--- src/hdl/nrsh_pkg.sv ---
`timescale 1ns / 1ps
package nrsh_pkg;

  localparam logic [1:0] ACT_CLEAR  = 2'd0;
  localparam logic [1:0] ACT_INSERT = 2'd1;
  localparam logic [1:0] ACT_CAST   = 2'd2;

  localparam int SPHERE_W = 64;
  localparam int ROOT_W   = 30;
  localparam int REM_W    = 2 * ROOT_W;
  localparam int BEST_W   = 32;

  typedef struct packed {
    logic latch_item;
    logic clear;
    logic insert;
    logic scan_start;
    logic scan_issue;
    logic read_last;
    logic write_last;
    logic load_out;
  } nrsh_cmd_t;

  typedef struct packed {
    logic [1:0] action;
    logic       full;
    logic       empty;
    logic       scan_last;
    logic       pipe_busy;
    logic       best_valid;
    logic       out_free;
  } nrsh_status_t;

endpackage

--- src/hdl/nrsh_ctrl.sv ---
`timescale 1ns / 1ps
module nrsh_ctrl import nrsh_pkg::*; (
  input  logic         clk,
  input  logic         rst,
  input  logic         item_valid,
  output logic         item_stall,
  input  nrsh_status_t status,
  output nrsh_cmd_t    cmd
);

  localparam logic [2:0] ST_IDLE   = 3'd0;
  localparam logic [2:0] ST_DECODE = 3'd1;
  localparam logic [2:0] ST_SCAN   = 3'd2;
  localparam logic [2:0] ST_DRAIN  = 3'd3;
  localparam logic [2:0] ST_READ   = 3'd4;
  localparam logic [2:0] ST_WRITE  = 3'd5;
  localparam logic [2:0] ST_FINISH = 3'd6;

  logic [2:0] state;
  logic [2:0] state_next;

  assign item_stall = (state != ST_IDLE);

  always_comb begin
    state_next = state;
    cmd = '0;
    case (state)
      ST_IDLE: begin
        if (item_valid) begin
          cmd.latch_item = 1'b1;
          state_next = ST_DECODE;
        end
      end
      ST_DECODE: begin
        state_next = ST_FINISH;
        case (status.action)
          ACT_CLEAR: cmd.clear = 1'b1;
          ACT_INSERT: cmd.insert = !status.full;
          ACT_CAST: begin
            if (!status.empty) begin
              cmd.scan_start = 1'b1;
              state_next = ST_SCAN;
            end
          end
          default: state_next = ST_FINISH;
        endcase
      end
      ST_SCAN: begin
        cmd.scan_issue = 1'b1;
        if (status.scan_last) begin
          state_next = ST_DRAIN;
        end
      end
      ST_DRAIN: begin
        if (!status.pipe_busy) begin
          state_next = status.best_valid ? ST_READ : ST_FINISH;
        end
      end
      ST_READ: begin
        cmd.read_last = 1'b1;
        state_next = ST_WRITE;
      end
      ST_WRITE: begin
        cmd.write_last = 1'b1;
        state_next = ST_FINISH;
      end
      ST_FINISH: begin
        if (status.out_free) begin
          cmd.load_out = 1'b1;
          state_next = ST_IDLE;
        end
      end
      default: state_next = ST_IDLE;
    endcase
  end

  always_ff @(posedge clk) begin
    if (rst) begin
      state <= ST_IDLE;
    end else begin
      state <= state_next;
    end
  end

endmodule

--- config.mk ---
export PLATFORM = sky130hd
export DESIGN_NAME = nrsh_ctrl
export DESIGN_NICKNAME = d
export VERILOG_FILES = /design/src/hdl/nrsh_pkg.sv /design/src/hdl/nrsh_ctrl.sv
export SDC_FILE = /design/constraint.sdc
export NUM_CORES = 1
export LEC_CHECK = 0
export BUFFER_PORTS_ARGS = -buffer_cell sky130_fd_sc_hd__buf_2
export CAP_MARGIN = 30
export CORE_AREA = 2 2 39 41
export DETAILED_ROUTE_END_ITERATION = 12
export DIE_AREA = 0 0 41 43
export SYNTH_ARGS = -nofsm -noshare
export SYNTH_HDL_FRONTEND = slang
export SYNTH_SLANG_ARGS = --single-unit
--- constraint.sdc ---
create_clock -name clk -period 1.7 [get_ports clk]
set_clock_uncertainty 0.15 [all_clocks]
set_input_delay 0.34 -clock clk [delete_from_list [all_inputs] [get_ports clk]]
set_output_delay 0.34 -clock clk [all_outputs]
set_load 0.05 [all_outputs]
After elaboration in Yosys (flattened, before gate mapping)
Index checks and enable logic that the tools add are counted.
Widths: inputs -> output; s select.
{ "classes": {"n_eq_ne": 12, "mux": 20, "n_reduce_logical": 5} }
{ "ops": {"columns": ["op", "count"], "rows": [
  ["$mux 3", 7],
  ["$pmux 3 s7", 1],
  ["$mux 1", 11],
  ["$eq 3x3->1 const B", 3],
  ["$ne 2x2->1 const B", 4],
  ["$eq 3x2->1 const B", 2],
  ["$reduce_and 4->1", 1],
  ["$eq 3x1->1 const B", 1],
  ["$logic_not 3->1", 1],
  ["$reduce_bool 3->1", 1],
  ["$eq 2x1->1 const B", 1],
  ["$eq 2x2->1 const B", 1],
  ["$logic_not 2->1", 1],
  ["$mux 2", 1],
  ["$logic_not 1->1", 1]
]} }
{ "word_totals": {"register_bits": 3, "in_bits": 11, "output_inout_bits": 9, "elab_cells": 38} }

Logic depth before layout (Yosys ltp)
Gate-level depths: netlist (run 1).
{ "depth": {"depth_word": 3, "depth_mapped": 4, "ltp_nobuf": 3} }

Worst setup path before layout (run 1)
Ideal clock, no wire load.
{ "synth_path": {"kind": "register to output", "start": "reg state[2]", "end": "out cmd[4] in the netlist's numbering", "arrival_time_ns": 2.247, "required_time_ns": 1.210, "path_slack_ns": -1.037, "stages_incl_launch_ff": 5, "n_path_buf": 1, "cell_sequence": "dfxtp_1 -> buf_4 -> nor2_1 -> nand2_1 -> nor4b_1"} }
{ "synth_rtl": {"columns": ["item", "line_no", "text"], "rows": [
  ["start: declaration", "nrsh_ctrl.sv:19", "logic [2:0] state;"],
  ["start signal: assignment", "nrsh_ctrl.sv:81", "state <= state_next;"],
  ["end: declaration", "nrsh_ctrl.sv:8", "output nrsh_cmd_t cmd"]
]} }

==> reports/results.ini, run 1 <==
[status]
status = finished with violations
violations = negative setup slack

[clocking]
cts_tree = built
cts_buffers = 3
clk_transition_reported_paths_ps = 40
clockBufferDepth = 2
htree_levels = 1
clkSinkCount = 3
clockRootBuffer = clkbuf_4
insertion_delay_ps = 240

[synthesis]
synth_cell_types = 23
yosysSeqAreaShare = 0.226
syn_nets = 43
syn_inst = 32
synth.avg_cell_area_um2 = 8.29
synth_top_area_frac = 0.226
yosys.area.top_type = dfxtp_1
synthTopCellsByArea = dfxtp_1 (23%), and4b_1 (7.5%), a2111oi_2 (5.7%), nor2_1 (5.7%), nor4b_2 (5.7%)
syn_area_um2 = 265
synth-seq-cells = 3
ys_warn_count = 0

[sta]
setup_slack_ps = -29.5
maxSlewHeadroom = 0.801
period_needed_ps = 1730
hold_violations = 0
fin_crit_sh = 1.02
fmax_mhz = 578
max_slew.worst_pin.slew_ps = 299
setup_viol = 2
maxSlewViolCount = 0
rsz0062_at_grt = true

[critical_path]
path_cells = or3_4, nor2_4, buf_8
worstSetupStartpointType = flop
critPathMaxStageDelay_ps = 390
path_delay_family = simple AND/OR/NAND/NOR gates
cp.arrival_ps = 1240
cp_slowest_cell = or3_4
crit_buf_inv = 1
crit_path_end_kind = primary output
path_max_fanout = 7
critical_path_class = reg2out
crit_required_ps = 1210

[worst_hold_path]
hold_class = in2reg

[finish]
design_area_um2 = 526
area_growth_pct = 98.1
drive_gt1_frac = 0.732
final_cells = 72
multi_input_area_um2 = 239
nets = 68
seq_area_um2 = 68.8
largest_reg_flops = 3
fillCellCount = 156
top_register = state
final_util = 0.380
n_antenna_cell = 0
reg.largest.list = state: 3 flops

[drt]
ant_nets = 0
firstDrtPassIters = 4
wl_per_cell_um = 10.8
drt-vias-per-instance = 4.65
wl_um = 780
routed-via-count = 335
drt-initial-drc-count = 4
drc = 0

[grt]
grt_max_degree = 8
antenna_found_initial = 0
grt_pass1_wl_um = 1300
grt.overflow.total = 0
grt_pass1_vias = 332
grt_usage = 0.112

[place]
dp_hpwl_um = 607
portBuffers = 19
place_area_um2 = 439
gp_congestion = 0.686
dp_cells = 68

[floorplanning]
fp-row-count = 14
dieWidth_um = 41
core_area_mm2 = 0.00138
ioPinCount = 20
die_y_um = 43
initial_core_util = 0.192
dieArea_mm2 = 0.00176

[power]
power_density_mw_per_mm2 = 919
power_uw = 483
leakage_nw = 0.245
irDropWorstVdd_uv = 280

[run]
drv_cap = 0

layout by cell type, fill, tap and decap left out, types with 2 or more instances in the layout:
cell,n
dfxtp_4,2
buf_2,11
nand2_1,2
buf_6,4
clkbuf_4,4
buf_4,6
nor2_2,2
nor2_4,2
and4b_1,2
layer usage:
metal,part of all wire,GRT usage
met5,0,0
met4,0.024,0.0800
met3,0.042,0.0314
met2,0.52,0.172
met1,0.41,0.124
timing repair:
item / in CTS / in global routing
pin swaps: 2 / 0
cloned: 0 / 0
setup buffers: 0 / 0
endpoints found under the setup margin: 8 / 8
endpoints found under the hold margin: 0 / 0
hold buffers: 0 / 0
resized for setup: 12 / 10
Yosys cell counts:
cell       number
nor2_1          4
dfxtp_1         3
nand2_1         3
and4b_1         2
nor3_1          2
a2111oi_2       1
a21oi_1         1
a31oi_1         1
and2_1          1
buf_2           1
buf_4           1
clkbuf_4        1
inv_1           1
mux2_1          1
mux2_2          1
nand3b_1        1
nor3b_1         1
nor4b_1         1
nor4b_2         1
o211a_1         1
o21ai_0         1
or3_1           1
or4b_1          1
metrics by stage:
stage	setup TNS, ps	worst slack, ps	hold slack, ps
after floorplan	-627	-326	251
after detailed placement	0	77.0	406
after global routing	-206	-86.6	149
after CTS	-63.6	-24.6	147
final	-46.3	-29.5	151
after global placement	0	91.8	398
path summary, 6_finish.rpt:
check	start	end	slack (ps)	cells past startpoint
max	state[0]$_SDFFE_PP0P_	cmd[7]	-30	3
min	rst	state[0]$_SDFFE_PP0P_	150	2
max reg2reg	state[1]$_SDFFE_PP0P_	state[2]$_SDFFE_PP0P_	280	3
min reg2reg	state[2]$_SDFFE_PP0P_	state[2]$_SDFFE_PP0P_	450	2
cells by family (layout without fill, tap and decap cells):
kind of cell | after synthesis | count (layout) | synth area share
compound gates | 5 | 5 | 0.156
buf+inv | 4 | 28 | 0.0896
flops | 3 | 3 | 0.226
mux | 2 | 2 | 0.0849
simple gates | 18 | 18 | 0.443
cell type report:
class                           count  area share
Sequential cell                     3       0.131
Tap cell                           16      0.0381
Timing Repair Buffer               23       0.319
Inverter                            1     0.00714
Clock buffer                        4      0.0500
Multi-Input combinational cell     25       0.455
where the power goes:
part	internal, mW	switching, mW	total [mW]
clock network	0.0881	0.0392	0.127
registers	0.0836	0.0201	0.104
logic	0.109	0.143	0.252
worst reg2reg max path, stage by stage (launching register included):
cell     delay [ps]
dfxtp_4         360
or4b_1          530
a31oi_1         200
nor3_1           70
No activity file was read; power rests on OpenSTA's default activity.
==> run 2, diff against run 1 <==
ABC_AREA = 1   (was unset)
==> run 2 against run 1 <==
The run now ends clean. Non-clock buffer count is the same. Routed wire length grew 0.77%. Die area is the same. Combinational power grew to 3.1 times the previous value. Critical path depth grew 3. Utilization grew 0.99 points. Count of clock-buffer cells in the layout is the same. Maximum frequency grew 2.7%. Register-to-register slack gained 120 ps. Critical path type unchanged. Critical endpoint is now cmd[5]. Largest power group unchanged.
==> reports/results.ini, run 2 <==
[synthesis]
async_flop_share = 0
synthFlopType = dfxtp_1
syn_area_um2 = 287
synthTopCellsByArea = dfxtp_1 (21%), nand2_1 (14%), a21oi_1 (10%), nor2_1 (10%), buf_6 (7.9%)
synth_top_cells_by_count = nand2_1 (11), nor2_1 (8), a21oi_1 (6), inv_1 (6)
synth_top_area_frac = 0.210
ys_warn_count = 0
synth_cell_types = 15
yosysMostFrequentCell = nand2_1
syn_inst = 50
synth_edf_count = 0
yosys.area.top_type = dfxtp_1
yosysSeqAreaShare = 0.210
syn_nets = 61
synth.avg_cell_area_um2 = 5.73
synth-seq-cells = 3

[sta]
tns_ps = 0
hold_violations = 0
fmax_mhz = 594
rsz0062_at_grt = true
max_slew.worst_pin.slew_ps = 205
setup_viol = 0
period_needed_ps = 1680
maxSlewHeadroom = 0.862
maxSlewViolCount = 0
fin_crit_sh = 0.991

[power]
irDropWorstVdd_uv = 567
power_density_mw_per_mm2 = 1960
leakage_nw = 0.273

[place]
portBuffers = 19
dp_hpwl_um = 597
gp_congestion = 0.753

[finish]
multi_input_area_um2 = 233
nets = 87
layout_common_cells = nand2_1 (10), buf_2 (10), a21oi_1 (6), clkbuf_4 (6), buf_4 (6)
area_growth_pct = 88.2
n_antenna_cell = 0
reg.largest.list = state: 3 flops
top_register = state
largest_reg_flops = 3
fillCellCount = 153
drive_gt1_frac = 0.573
seq_area_um2 = 63.8
final_util = 0.390

[clocking]
cts_buffers = 3
cts_tree = built
clockBufferDepth = 2
clkSinkCount = 3
clockRootBuffer = clkbuf_4
clk_transition_reported_paths_ps = 40
insertion_delay_ps = 240
htree_levels = 1

[floorplanning]
dieArea_mm2 = 0.00176
dieWidth_um = 41
initial_core_util = 0.207
die_y_um = 43
core_area_mm2 = 0.00138
fp-row-count = 14
ioPinCount = 20

[run]
drv_cap = 0

[drt]
wl_per_cell_um = 8.64
firstDrtPassIters = 3
routed-via-count = 404
ant_nets = 0
drt-initial-drc-count = 7
drt-vias-per-instance = 4.44
wl_um = 786
drc = 0

[critical_path]
critical_path_class = reg2out
crit_start = state[1]$_SDFFE_PP0P_
cp.arrival_ps = 1190
crit_path_end_kind = primary output
crit_required_ps = 1210
worstSetupStartpointType = flop
regToRegStartpoint = state[1]$_SDFFE_PP0P_
path_max_fanout = 4

[worst_hold_path]
hp-start = rst
hold_class = in2reg

[grt]
grt_use_met1 = 0.0990
grt.overflow.total = 0
grt_use_met3 = 0.0419
grt_usage = 0.101
grt.met2_usage = 0.138
grt_pass1_wl_um = 1100
antenna_found_initial = 0
busiest_layer = met2
grt_pass1_vias = 307
grt_max_degree = 12

[status]
status = complete, no violations

## run 2: cell types whose count changed in the layout (fill, tap and decap cells not counted), sizes merged, moves of 4 or more
| cell | change |
|---|---|
| a21oi | +5 |
| nand3 | +4 |
| nor2 | +5 |
| inv | +7 |
| nand2 | +9 |
## run 2: cells by family after synthesis
logic type / count (synthesis) / share of synthesized area
AO/OA/AOI/OAI: 6 / 0.105
flip-flops: 3 / 0.210
buffers and inverters: 10 / 0.183
AND/OR/NAND/NOR: 31 / 0.502
## run 2: final cells by class
| class | instances | share of cell area |
|---|---|---|
| multi-input combinational | 37 | 0.432 |
| timing repair buffer | 23 | 0.309 |
| sequential | 3 | 0.118 |
| inverter | 8 | 0.0557 |
| clock buffer | 4 | 0.0487 |
| tap | 16 | 0.0371 |
## run 2: power breakdown
group | switching [mW] | leakage (nW) | internal (mW) | total [mW]
Combinational | 0.498 | 0.232 | 0.278 | 0.776
Clock | 0.0447 | 0.0150 | 0.0885 | 0.133
Sequential | 0.0380 | 0.0258 | 0.109 | 0.147
Total | 0.581 | 0.273 | 0.476 | 1.06
## run 2: critical path: stages, from the launching register on
cell	delay, ps
dfxtp_2	310
inv_2	70
nand2_2	70
nor2_4	90
inv_2	70
nor4_4	140
buf_6	190
## run 2: stage by stage
step           power, mW  cells  setup WS (ps)  hold WS [ps]  cell area (µm²)
2_1_floorplan      0.674     50           -327           259              325
3_3_place_gp       0.774     85            103           382              433
3_5_place_dp       0.776     85           83.7           387              433
4_1_cts            0.968     89          -6.01           132              493
5_1_grt             1.13     91          -45.7           135              539
6_report            1.06     91           15.7           130              539
## run 2: worst paths after layout
path,end,slack (ps),depth (start not counted)
worst max-delay path,cmd[5],20,6
worst max register to register,state[0]$_SDFFE_PP0P_,400,8
worst min register to register,state[0]$_SDFFE_PP0P_,460,3
worst min-delay path,state[0]$_SDFFE_PP0P_,130,2
## run 2: per-layer routing
layer	vias to the layer above	wire [µm]
met1	168	327
met3	5	62
met2	19	354
met5	-	0
li1	212	-
met4	0	41
## run 2: timing repair
item,CTS,global route
resized for setup,13,10
buffers inserted,0,2
endpoints found under the setup margin,7,8
gates cloned,0,0
hold buffers,0,0
==> run 3, diff against run 2 <==
==> constraint.sdc (replaced) <==
create_clock -name clk -period 1.7 [get_ports clk]
set_clock_uncertainty 0.15 [all_clocks]
set_input_delay 0.17 -clock clk [delete_from_list [all_inputs] [get_ports clk]]
set_output_delay 0.17 -clock clk [all_outputs]
set_load 0.05 [all_outputs]
==> run 3 against run 2 <==
Worst hold slack lost 33 ps. Critical endpoint unchanged. Utilization shrank 6.3 points. Sequential power grew 10%. Clock power shrank 8%.
==> reports/results.ini, run 3 (same netlist as run 2, synthesis figures left out) <==
[status]
status = complete, no violations

[finish]
final_common_cell = buf_2
final_util = 0.326
largest_reg_flops = 3
area_growth_pct = 57.6
layout_common_cells = buf_2 (17), nand2_1 (11), nor2_1 (6), inv_1 (6), a21oi_1 (6)
fillCellCount = 171
drive_gt1_frac = 0.466
design_area_um2 = 452
multi_input_area_um2 = 195
seq_area_um2 = 62.6
n_antenna_cell = 0
reg.largest.list = state: 3 flops
nets = 85
final_cells = 89
top_register = state

[drt]
drc = 0
firstDrtPassIters = 3
drt-vias-per-instance = 4.11
drt-initial-drc-count = 2
ant_nets = 0
wl_um = 705
routed-via-count = 366
wl_per_cell_um = 7.92

[worst_hold_path]
hold_class = in2reg

[clocking]
clockRootBuffer = clkbuf_4
clk_transition_reported_paths_ps = 40
cts_buffers = 3
clkSinkCount = 3
post_cts_buffers = 0
clockBufferDepth = 2
htree_levels = 1
cts_tree = built
insertion_delay_ps = 230

[place]
dp_worst_setup_slack_ps = 237
place_area_um2 = 405
gp_congestion = 0.727
dp_cells = 84
portBuffers = 19
dp_hpwl_um = 594

[grt]
grt_pass1_wl_um = 1080
grt.overflow.total = 0
grt_usage = 0.0872
antenna_found_initial = 0
grt_pass1_vias = 309
grt_max_degree = 9

[sta]
tns_ps = 0
setup_viol = 0
fin_crit_sh = 0.923
max_slew.worst_pin.slew_ps = 248
maxSlewHeadroom = 0.836
hold_violations = 0
maxSlewViolCount = 0
fmax_mhz = 637
setup_slack_ps = 130
whs_ps = 97.8
rsz0062_at_grt = false
period_needed_ps = 1570

[floorplanning]
dieArea_mm2 = 0.00176
initial_core_util = 0.207
core_area_mm2 = 0.00138
die_y_um = 43
fp-row-count = 14
dieWidth_um = 41
ioPinCount = 20

[power]
power_uw = 870
power_density_mw_per_mm2 = 1930
leakage_nw = 0.247
irDropWorstVdd_uv = 703

[critical_path]
cp.arrival_ps = 1250
critical_path_class = reg2out
crit_required_ps = 1380
worstSetupStartpointType = flop
path_max_fanout = 8
crit_path_end_kind = primary output

[run]
drv_cap = 0

-- run 3: cell types whose count changed in the layout (fill, tap and decap cells not counted), sizes merged --
cell	before	now
clkbuf	7	5
buf	20	19
dlygate4sd3	0	1
-- run 3: power breakdown --
part | internal (mW) | leakage [nW] | switching [mW] | total [mW]
combinational | 0.164 | 0.207 | 0.420 | 0.585
clock | 0.0879 | 0.0150 | 0.0355 | 0.123
sequential | 0.107 | 0.0254 | 0.0551 | 0.162
-- run 3: final cells by class --
class | count | area share
inverters | 8 | 0.0665
repair buffers | 21 | 0.260
clock buffers | 4 | 0.0582
multi-input cells | 37 | 0.432
flip-flops and latches | 3 | 0.139
well taps | 16 | 0.0443
-- run 3: worst max-delay path, stage by stage (launching register included) --
cell	delay (ps)
dfxtp_2	350
inv_2	80
nand2_2	60
nor2_2	90
inv_1	80
nor4_2	130
buf_4	230
-- run 3: routing by layer --
metal	up-vias	GRT usage	part of all wire
li1	208	-	-
met1	152	0.109	0.47
met2	6	0.128	0.49
met3	0	0.0314	0.041
met4	0	0.0400	0
met5	-	0	0
-- run 3: path summary, 6_finish.rpt --
check                        start                     to  slack [ps]  cells after the start
min reg2reg  state[1]$_SDFFE_PP0P_  state[0]$_SDFFE_PP0P_         440                      2
min                      status[2]  state[0]$_SDFFE_PP0P_         100                      3
max reg2reg  state[0]$_SDFFE_PP0P_  state[0]$_SDFFE_PP0P_         460                      7
max          state[1]$_SDFFE_PP0P_                 cmd[5]         130                      6
-- run 3: repair_timing --
| action | 4_1_cts | 5_1_grt |
|---|---|---|
| hold buffers | 1 | 0 |
| endpoints found under the setup margin | 1 | 3 |
| cloned | 0 | 0 |
| gates resized for setup | 1 | 4 |
| hold endpoints to repair | 2 | 0 |
